File: src/sv/fwmtpa_pkg.sv
// Package for the field-weakening / MTPA Id reference block.
// Holds payload structs, register indexes, constants and the MTPA tables.
// No dependencies.
package fwmtpa_pkg;

	localparam int TABLE_ENTRIES = 64;
	localparam int CFG_IDX_W = 2;
	localparam int CFG_DATA_W = 16;

	localparam logic [CFG_IDX_W-1:0] REG_FW_ENABLE  = 2'd0;
	localparam logic [CFG_IDX_W-1:0] REG_PROP_GAIN  = 2'd1;
	localparam logic [CFG_IDX_W-1:0] REG_INTEG_GAIN = 2'd2;
	localparam logic [CFG_IDX_W-1:0] REG_RATED      = 2'd3;

	localparam logic [15:0] INV_SQRT3_Q16 = 16'd37837;
	localparam logic [15:0] MARGIN_UNITS = 16'd150;
	localparam logic signed [31:0] INTEG_LIMIT = 32'sd65536000;
	localparam logic [15:0] DECAY_Q16 = 16'd65208;
	localparam logic [13:0] PU_ONE = 14'd10000;

	typedef struct packed {
		logic signed [15:0] iq_command;
		logic signed [15:0] volt_q;
		logic signed [15:0] volt_d;
		logic [15:0]        bus_voltage;
	} in_item_t;

	typedef struct packed {
		logic signed [15:0] id_command;
		logic signed [15:0] fw_current;
		logic               weaken_on;
	} out_item_t;

	localparam logic [15:0] MTPA_IQ [TABLE_ENTRIES] = '{
		16'd0, 16'd159, 16'd317, 16'd476, 16'd635, 16'd794, 16'd952, 16'd1111,
		16'd1270, 16'd1429, 16'd1587, 16'd1746, 16'd1905, 16'd2063, 16'd2222,
		16'd2381, 16'd2540, 16'd2698, 16'd2857, 16'd3016, 16'd3175, 16'd3333,
		16'd3492, 16'd3651, 16'd3810, 16'd3968, 16'd4127, 16'd4286, 16'd4444,
		16'd4603, 16'd4762, 16'd4921, 16'd5079, 16'd5238, 16'd5397, 16'd5556,
		16'd5714, 16'd5873, 16'd6032, 16'd6190, 16'd6349, 16'd6508, 16'd6667,
		16'd6825, 16'd6984, 16'd7143, 16'd7302, 16'd7460, 16'd7619, 16'd7778,
		16'd7937, 16'd8095, 16'd8254, 16'd8413, 16'd8571, 16'd8730, 16'd8889,
		16'd9048, 16'd9206, 16'd9365, 16'd9524, 16'd9683, 16'd9841, 16'd10000
	};

	localparam logic [15:0] MTPA_IDMAG [TABLE_ENTRIES] = '{
		16'd0, 16'd2, 16'd8, 16'd18, 16'd32, 16'd50, 16'd72, 16'd98, 16'd127,
		16'd161, 16'd198, 16'd240, 16'd285, 16'd335, 16'd389, 16'd448, 16'd511,
		16'd579, 16'd651, 16'd728, 16'd810, 16'd897, 16'd989, 16'd1087, 16'd1190,
		16'd1298, 16'd1413, 16'd1534, 16'd1661, 16'd1795, 16'd1936, 16'd2084,
		16'd2240, 16'd2404, 16'd2577, 16'd2758, 16'd2949, 16'd3149, 16'd3359,
		16'd3580, 16'd3812, 16'd4056, 16'd4312, 16'd4581, 16'd4863, 16'd5159,
		16'd5470, 16'd5797, 16'd6141, 16'd6503, 16'd6884, 16'd7285, 16'd7708,
		16'd8155, 16'd8627, 16'd9127, 16'd9657, 16'd10000, 16'd10000, 16'd10000,
		16'd10000, 16'd10000, 16'd10000, 16'd10000
	};

endpackage

File: src/sv/field_weakening_mtpa_id_reference_core.sv
// Top level of the field-weakening / MTPA Id reference block.
// Sequencer around one shared multiplier and a restoring divider.
// Depends on fwmtpa_pkg.
//
// channel | direction | handshake        | payload
// in      | input     | in_valid/ready   | in_item_t (Iq ref, Vq, Vd, Vbus)
// out     | output    | out_valid/ready  | out_item_t (Id ref, FW Id, active)
// cfg     | input     | cfg_we           | cfg_idx, cfg_data
//
// With weakening on, one item runs 17 square-root steps at two radicand bits
// each, a binary table search, 64 divider iterations and steps through the
// shared multiplier; with it off the square-root, PI and decay steps are
// skipped. Iq or rated current of zero skips the interpolation and divide.
// in_ready is high only in the idle state; a finished result waits in the
// output register until taken, and the next item is accepted meanwhile.
// Reset clears the control state and loads the register reset values.
module field_weakening_mtpa_id_reference_core (
	input  logic                               clk,
	input  logic                               arst_n,
	input  logic                               in_valid,
	output logic                               in_ready,
	input  fwmtpa_pkg::in_item_t               in_data,
	output logic                               out_valid,
	input  logic                               out_ready,
	output fwmtpa_pkg::out_item_t              out_data,
	input  logic                               cfg_we,
	input  logic [fwmtpa_pkg::CFG_IDX_W-1:0]   cfg_idx,
	input  logic [fwmtpa_pkg::CFG_DATA_W-1:0]  cfg_data
);
	import fwmtpa_pkg::*;

	localparam int IW = (TABLE_ENTRIES > 2) ? $clog2(TABLE_ENTRIES) : 1;
	localparam logic [IW-1:0] LAST = IW'(TABLE_ENTRIES - 1);

	typedef enum logic [4:0] {
		S_IDLE, S_SQ1, S_SQ2, S_SQRT, S_LIM, S_PI1, S_PI2, S_DEC,
		S_MT0, S_SRCH, S_INT1, S_INT2, S_INT3, S_INT4, S_INT5, S_DIV, S_DONE
	} state_t;

	state_t state_q;
	in_item_t in_q;
	logic fw_en_q;
	logic [15:0] kp_q, ki_q;
	logic [14:0] rated_q;
	logic signed [31:0] integ_q;
	logic out_valid_q;
	out_item_t out_q;

	logic [33:0] acc_q;          // general accumulator / sqrt radicand
	logic [16:0] root_q;
	logic [33:0] rem_q;
	logic [5:0] cnt_q;
	logic signed [17:0] err_q;
	logic signed [16:0] fw_q;
	logic active_q;
	logic [IW-1:0] lo_q, hi_q;
	logic [30:0] a_q;            // |iq| * 10000
	logic [31:0] num_q, den_q;   // interpolation terms (den is per rated)
	logic [63:0] dvd_q;
	logic [63:0] dvs_q;
	logic [63:0] quo_q;
	logic signed [16:0] idm_q;

	// shared multiplier, 32x32 unsigned
	logic [31:0] mul_a, mul_b;
	logic [63:0] mul_p;
	assign mul_p = mul_a * mul_b;

	logic [IW-1:0] mid;
	assign mid = IW'(({1'b0, lo_q} + {1'b0, hi_q}) >> 1);

	logic [15:0] abs_iq;
	assign abs_iq = in_q.iq_command[15] ? 16'(-in_q.iq_command) : in_q.iq_command;
	logic [15:0] abs_vq, abs_vd;
	assign abs_vq = in_q.volt_q[15] ? 16'(-in_q.volt_q) : in_q.volt_q;
	assign abs_vd = in_q.volt_d[15] ? 16'(-in_q.volt_d) : in_q.volt_d;

	logic [15:0] tbl_iq_mid, tbl_iq_lo, tbl_iq_hi, tbl_id_lo, tbl_id_hi;
	assign tbl_iq_mid = MTPA_IQ[mid];
	assign tbl_iq_lo = MTPA_IQ[lo_q];
	assign tbl_iq_hi = MTPA_IQ[hi_q];
	assign tbl_id_lo = MTPA_IDMAG[lo_q];
	assign tbl_id_hi = MTPA_IDMAG[hi_q];

	logic [33:0] sq_try;
	logic [33:0] rem_sh;
	assign rem_sh = {rem_q[31:0], acc_q[33:32]};
	assign sq_try = {15'd0, root_q, 2'b01};

	logic [64:0] div_diff;
	assign div_diff = {dvd_q[63:0], quo_q[63]} - {1'b0, dvs_q};

	always_comb begin
		mul_a = '0;
		mul_b = '0;
		case (state_q)
			S_SQ1: begin mul_a = {16'd0, abs_vq}; mul_b = {16'd0, abs_vq}; end
			S_SQ2: begin mul_a = {16'd0, abs_vd}; mul_b = {16'd0, abs_vd}; end
			S_LIM: begin mul_a = {16'd0, in_q.bus_voltage}; mul_b = {16'd0, INV_SQRT3_Q16}; end
			S_PI1: begin mul_a = {16'd0, ki_q}; mul_b = 32'(err_q); end
			S_PI2: begin mul_a = {16'd0, kp_q}; mul_b = 32'(err_q); end
			S_DEC: begin
				mul_a = integ_q[31] ? 32'(-integ_q) : integ_q;
				mul_b = {16'd0, DECAY_Q16};
			end
			S_MT0: begin mul_a = {16'd0, abs_iq}; mul_b = {18'd0, PU_ONE}; end
			S_SRCH: begin mul_a = {16'd0, tbl_iq_mid}; mul_b = {17'd0, rated_q}; end
			S_INT1: begin mul_a = {16'd0, tbl_iq_lo}; mul_b = {17'd0, rated_q}; end
			S_INT2: begin mul_a = {16'd0, tbl_id_hi - tbl_id_lo}; mul_b = num_q; end
			S_INT3: begin mul_a = {16'd0, tbl_id_lo}; mul_b = den_q; end
			S_INT4: begin mul_a = num_q; mul_b = {17'd0, rated_q}; end
			S_INT5: begin mul_a = den_q; mul_b = {18'd0, PU_ONE}; end
			default: ;
		endcase
	end

	assign in_ready = (state_q == S_IDLE);
	assign out_valid = out_valid_q;
	assign out_data = out_q;

	logic signed [33:0] integ_sum;
	logic signed [33:0] integ_clamped;
	always_comb begin
		integ_sum = 34'(integ_q) + 34'(signed'(mul_p[33:0]));
		if (integ_sum > 34'(INTEG_LIMIT)) integ_clamped = 34'(INTEG_LIMIT);
		else if (integ_sum < -34'(INTEG_LIMIT)) integ_clamped = -34'(INTEG_LIMIT);
		else integ_clamped = integ_sum;
	end

	logic signed [34:0] total;
	assign total = 35'(signed'(mul_p[33:0])) + 35'(integ_q);

	logic signed [16:0] neg_rated;
	assign neg_rated = -17'(rated_q);

	logic signed [16:0] id_min;
	always_comb begin
		id_min = (idm_q < fw_q) ? idm_q : fw_q;
		if (id_min < neg_rated) id_min = neg_rated;
	end

	always_ff @(posedge clk or negedge arst_n) begin
		if (!arst_n) begin
			state_q <= S_IDLE;
			fw_en_q <= 1'b1;
			kp_q <= 16'd655;
			ki_q <= 16'd66;
			rated_q <= 15'd1000;
			integ_q <= '0;
			out_valid_q <= 1'b0;
		end else begin
			if (cfg_we) begin
				case (cfg_idx)
					REG_FW_ENABLE: begin
						fw_en_q <= cfg_data[0];
						if (!cfg_data[0]) integ_q <= '0;
					end
					REG_PROP_GAIN: kp_q <= cfg_data;
					REG_INTEG_GAIN: ki_q <= cfg_data;
					REG_RATED: rated_q <= cfg_data[14:0];
					default: ;
				endcase
			end
			if (state_q == S_DONE && (!out_valid_q || out_ready)) out_valid_q <= 1'b1;
			else if (out_ready) out_valid_q <= 1'b0;
			case (state_q)
				S_IDLE: if (in_valid) begin
					in_q <= in_data;
					fw_q <= '0;
					active_q <= 1'b0;
					state_q <= S_SQ1;
				end
				S_SQ1: begin
					acc_q <= {2'b00, mul_p[31:0]};
					state_q <= S_SQ2;
				end
				S_SQ2: begin
					acc_q <= acc_q + {2'b00, mul_p[31:0]};
					root_q <= '0;
					rem_q <= '0;
					cnt_q <= 6'd17;
					state_q <= fw_en_q ? S_SQRT : S_MT0;
					if (!fw_en_q) integ_q <= '0;
				end
				S_SQRT: begin
					// two radicand bits per cycle, restoring
					if (rem_sh >= sq_try) begin
						rem_q <= rem_sh - sq_try;
						root_q <= {root_q[15:0], 1'b1};
					end else begin
						rem_q <= rem_sh;
						root_q <= {root_q[15:0], 1'b0};
					end
					acc_q <= {acc_q[31:0], 2'b00};
					cnt_q <= cnt_q - 6'd1;
					if (cnt_q == 6'd1) state_q <= S_LIM;
				end
				S_LIM: begin
					err_q <= 18'(signed'({1'b0, root_q}))
						- (18'(mul_p[31:16]) - 18'(MARGIN_UNITS));
					state_q <= S_PI1;
				end
				S_PI1: begin
					if (err_q > 0) begin
						active_q <= 1'b1;
						integ_q <= integ_clamped[31:0];
						state_q <= S_PI2;
					end else begin
						state_q <= S_DEC;
					end
				end
				S_PI2: begin
					if (total < 0) fw_q <= '0;
					else if (total[34:16] > 19'(rated_q)) fw_q <= neg_rated;
					else fw_q <= -17'(total[32:16]);
					state_q <= S_MT0;
				end
				S_DEC: begin
					integ_q <= integ_q[31] ? -32'(mul_p[47:16]) : 32'(mul_p[47:16]);
					state_q <= S_MT0;
				end
				S_MT0: begin
					a_q <= mul_p[30:0];
					lo_q <= '0;
					hi_q <= LAST;
					state_q <= S_SRCH;
				end
				S_SRCH: begin
					if (rated_q == '0 || a_q == '0) begin
						idm_q <= '0;
						state_q <= S_DONE;
					end else if ({1'b0, a_q} >= 32'(MTPA_IQ[LAST]) * 32'(rated_q)) begin
						lo_q <= LAST;
						hi_q <= LAST;
						num_q <= '0;
						state_q <= S_INT1;
					end else if (hi_q - lo_q > IW'(1)) begin
						if (mul_p[31:0] <= {1'b0, a_q}) lo_q <= mid; else hi_q <= mid;
					end else begin
						state_q <= S_INT1;
					end
				end
				S_INT1: begin
					// saturated end: lo == hi, a unit span gives idlo * rated / 10000
					num_q <= {1'b0, a_q} - mul_p[31:0];
					den_q <= (tbl_iq_hi == tbl_iq_lo) ? 32'd1 : 32'(tbl_iq_hi - tbl_iq_lo);
					state_q <= S_INT2;
				end
				// id = (idlo*den + d*num) * rated / (den*10000); den scaled by rated
				// cancels one rated: q = (idlo*dIq*R + d*num)/(dIq*10000)
				S_INT2: begin
					dvd_q <= mul_p;
					state_q <= S_INT3;
				end
				S_INT3: begin
					num_q <= mul_p[31:0];
					state_q <= S_INT4;
				end
				S_INT4: begin
					dvd_q <= dvd_q + mul_p;
					state_q <= S_INT5;
				end
				S_INT5: begin
					dvs_q <= mul_p;
					quo_q <= dvd_q;
					dvd_q <= '0;
					cnt_q <= '0;
					state_q <= S_DIV;
				end
				S_DIV: begin
					// restoring, dividend shifted in from the top of quo_q
					if (!div_diff[64]) begin
						dvd_q <= div_diff[63:0];
						quo_q <= {quo_q[62:0], 1'b1};
					end else begin
						dvd_q <= {dvd_q[62:0], quo_q[63]};
						quo_q <= {quo_q[62:0], 1'b0};
					end
					cnt_q <= cnt_q + 6'd1;
					if (cnt_q == 6'd63) begin
						// quotient never exceeds rated current
						idm_q <= -17'({quo_q[14:0], ~div_diff[64]});
						state_q <= S_DONE;
					end
				end
				S_DONE: begin
					if (!out_valid_q || out_ready) begin
						out_q.id_command <= id_min[15:0];
						out_q.fw_current <= fw_q[15:0];
						out_q.weaken_on <= active_q;
						state_q <= S_IDLE;
					end
				end
				default: state_q <= S_IDLE;
			endcase
		end
	end

	ap_fw_nonpos: assert property (@(posedge clk) disable iff (!arst_n)
		out_valid |-> (out_data.fw_current <= 16'sd0))
		else $error("fw_current sign");
	ap_ready_idle: assert property (@(posedge clk) disable iff (!arst_n)
		in_valid && in_ready |=> !in_ready)
		else $error("accepted while busy");
	ap_out_hold: assert property (@(posedge clk) disable iff (!arst_n)
		out_valid && !out_ready |=> out_valid)
		else $error("result dropped");
	ap_out_stable: assert property (@(posedge clk) disable iff (!arst_n)
		out_valid && !out_ready |=> $stable(out_data))
		else $error("result changed while waiting");
	ap_integ_lim: assert property (@(posedge clk) disable iff (!arst_n)
		integ_q <= INTEG_LIMIT && integ_q >= -INTEG_LIMIT)
		else $error("integrator out of range");
endmodule
File: config.mk
export PLATFORM = sky130hd
export DESIGN_NAME = field_weakening_mtpa_id_reference_core
export DESIGN_NICKNAME = d
export VERILOG_FILES = /design/src/sv/fwmtpa_pkg.sv /design/src/sv/field_weakening_mtpa_id_reference_core.sv
export SDC_FILE = /design/constraint.sdc
export NUM_CORES = 2
export LEC_CHECK = 0
export ABC_CLOCK_PERIOD_IN_PS = 14000
export BUFFER_PORTS_ARGS = -buffer_cell sky130_fd_sc_hd__buf_4
export CAP_MARGIN = 20
export CORE_ASPECT_RATIO = 0.9
export CORE_MARGIN = 2
export CORE_UTILIZATION = 53
export DETAILED_ROUTE_END_ITERATION = 8
export GPL_TIMING_DRIVEN = 1
export PLACE_DENSITY = 0.72
export SYNTH_ARGS = -nofsm -noshare
export SYNTH_HDL_FRONTEND = slang
export SYNTH_SLANG_ARGS = --single-unit
File: constraint.sdc
create_clock -name clk -period 14 [get_ports clk]
set_input_delay 1.4 -clock clk [delete_from_list [all_inputs] [get_ports clk]]
set_output_delay 1.4 -clock clk [all_outputs]
set_load 0.05 [all_outputs]
==> impl_metrics.csv <==
group,metric,value,unit
status,outcome,"complete, no violations",
synthesis,synth_cell_types,117,
worst_setup_path,reg2reg_from,"hi_q[0]",
synthesis,syn_inst,9661,
cells_and_area,fin_util,0.627,
timing,fmax,72.7,MHz
cts,clock_path_buffers,3,
synthesis,synth_warnings,0,
worst_setup_path,required,14.47,ns
cts,clkSinkCount,609,
timing,rsz0062_at_grt,"true",
timing,setup_viol,0,
grt,gr-total-overflow,0,
job,drv_cap,0,
worst_setup_path,critPathMaxFanout,7,
placed_design,io_buffer_count,121,
cells_and_area,finalNetCount,12400,
worst_setup_path,slowest_delay,0.58,ns
timing,clock_skew,0.0800,ns
worst_setup_path,slowest_stage,"fa_1",
timing,hold_viol_final,0,
detailed_routing,drt_wl_total,312,mm
timing,slew_headroom,0.163,
grt,antenna_found_initial,5,
cells_and_area,most-common-layout-cells,"inv_1, nand2_1, buf_4, fa_1, ha_1",
cts,path_clk_slew,0.07,ns
detailed_routing,first_iter_violations,9563,
placed_design,gp_congestion,1.04,
detailed_routing,wl_per_cell,24.4,µm
detailed_routing,routed_via_density,6.08,
grt,first_global_vias,76200,
worst_hold_path,worstHoldStart,"active_q",
grt,grt_max_degree,65,
worst_setup_path,crit_start,"hi_q[0]",
die,die_area,164000,µm²
die,start_util,0.534,
worst_setup_path,path_class,"register to register",
worst_setup_path,r2r-end,"dvd_q[63]",
die,ios,122,
detailed_routing,drcViolationCount,0,
detailed_routing,ant_nets,0,
timing,period_share,0.982,
cts,htree_levels,3,
synthesis,synth_area_per_cell,8.84,µm²
worst_hold_path,min_path_type,"register to register",
die,coreArea,160000,µm²
placed_design,place.detailed.hpwl,251,mm
timing,timing.setup.tns,0,ns
worst_setup_path,reg2reg_depth,62,
grt,grt_pass1_wl,469,mm
worst_setup_path,end_kind,"register",
cts,clkLatencyLatePin,0.74,ns
synthesis,ys_ff_latch,609,
synthesis,yosysSeqAreaShare,0.209,
cells_and_area,drive_above_1_share,0.155,
die,fp-row-count,139,
detailed_routing,firstDrtPassIters,8,
die,die_w,427,µm
timing,fin_crit,13.75,ns
die,die_height,385,µm
grt,grt_use_total,0.378,
worst_setup_path,worst_setup_path_start_kind,"register",
synthesis,synth_area,85400,µm²
worst_setup_path,arrival,14.22,ns
worst_setup_path,r2r_setup_slack,0.25,ns
cts,cts_tree,"built",
worst_hold_path,holdPathEnd,"out_data[0]",
worst_hold_path,worstHoldPathCells,0,
timing,tightest_slew,1.25,ns
synthesis,synth_edf_count,523,
detailed_routing,dr_total_vias,77700,
synthesis,async_reset_ff_frac,0.141,
cts,cts_buffers,73,
cts,cts_root_buf,"clkbuf_16",
cells_and_area,fillers,13500,
synthesis,synthFlopType,"edfxtp_1",
cells_and_area,final_common_cell,"inv_1",
timing,maxSlewViolCount,0,
cells_and_area,area_growth,17.3,%
[how the worst max path moves through the flow]
stage                     end  slack (ns)  cells after the start
finish              dvd_q[63]        0.25                     62
global route          fw_q[7]       -0.16                     70
CTS                 dvd_q[63]       0.006                     60
detailed placement   fw_q[12]       -0.74                     67
global placement     fw_q[14]       -0.63                     67
floorplan            fw_q[14]       0.001                     65
[cells in the mapped netlist, drive strengths merged, types with 88 or more instances]
library cell	instances	area (µm²)
inv	1348	5060
nand2	1200	4500
fa	938	18800
ha	765	9570
nor2	739	2770
a21oi	568	2870
edfxtp	523	15700
o21ai	450	2260
clkbuf	384	1440
xnor2	291	2560
a21o	217	1630
xor2	183	1610
nand3	137	691
nor3	106	536
nand2b	92	583
nand4	92	576
a211oi	88	676
[layer usage]
metal	wire [µm]	vias up	global-route usage
li1	-	34500	-
met1	129000	38200	0.537
met2	132000	4252	0.556
met3	35100	730	0.0845
met4	16000	6	0.155
met5	54	-	0
[kinds of logic (layout without fill, tap and decap cells)]
family,after synthesis,in the layout,share of synthesized area
other,2,257,0.0000880
multiplexers,155,155,0.0197
AO/OA/AOI/OAI,2143,2144,0.165
buffers and inverters,1793,2541,0.0794
adder cells (fa/ha/maj),1704,1704,0.332
flip-flops,609,609,0.209
AND/OR/NAND/NOR,2781,2781,0.146
XOR/XNOR,474,474,0.0489
[critical path, delay by kind of cell, from the launching register on]
family,cells,cell delay [ns]
adders and majority gates,12,5.07
AOI/OAI and AO/OA,26,4.96
buffers and inverters,13,1.36
and+or+nand+nor,9,1.12
DFF,1,0.40
xor gates and xnor gates,1,0.35
muxes,1,0.22
[flip-flops by register name (all words and copies together) (netlist names), 6 cells and up]
| name | count |
|---|---|
| acc_q | 34 |
| in_q | 64 |
| root_q | 17 |
| lo_q | 6 |
| ki_q | 16 |
| dvs_q | 64 |
| integ_q | 32 |
| num_q | 32 |
| out_data | 33 |
| kp_q | 16 |
| err_q | 18 |
| dvd_q | 64 |
| rated_q | 15 |
| cnt_q | 6 |
| fw_q | 17 |
| a_q | 31 |
| idm_q | 17 |
| den_q | 17 |
| rem_q | 32 |
| quo_q | 64 |
| hi_q | 6 |
[cell type report]
cell class	instances	area, µm²	area share
clock inverters	49	714	0.00713
inverters	1351	5080	0.0507
flip-flops and latches	609	17900	0.178
well taps	2115	2650	0.0264
diodes	1	2.50	0.0000250
clock buffers	87	1920	0.0192
repair buffers	1054	8340	0.0833
multi-input cells	7514	63600	0.635
[stage by stage]
step | instance area (µm²) | cells | hold WS, ns | setup WS, ns
after floorplan | 86400 | 9915 | 0.400 | 0.00130
after global placement | 95200 | 12600 | 0.475 | -0.634
after detailed placement | 95200 | 12600 | 0.438 | -0.737
after CTS | 98100 | 12700 | 0.465 | 0.00571
after global routing | 100000 | 12800 | 0.466 | -0.158
final | 100000 | 12800 | 0.459 | 0.250
[repair_timing]
action / 4_1_cts / 5_1_grt
hold buffers: 0 / 0
pin swaps: 23 / 189
buffers inserted: 5 / 48
endpoints found under the setup margin: 66 / 107
hold endpoints to repair: 0 / 0
cloned: 1 / 3
gates resized for setup: 42 / 351
Power is not shown: default switching activity piles up to over one toggle a cycle in this logic, so the estimate is an artifact.
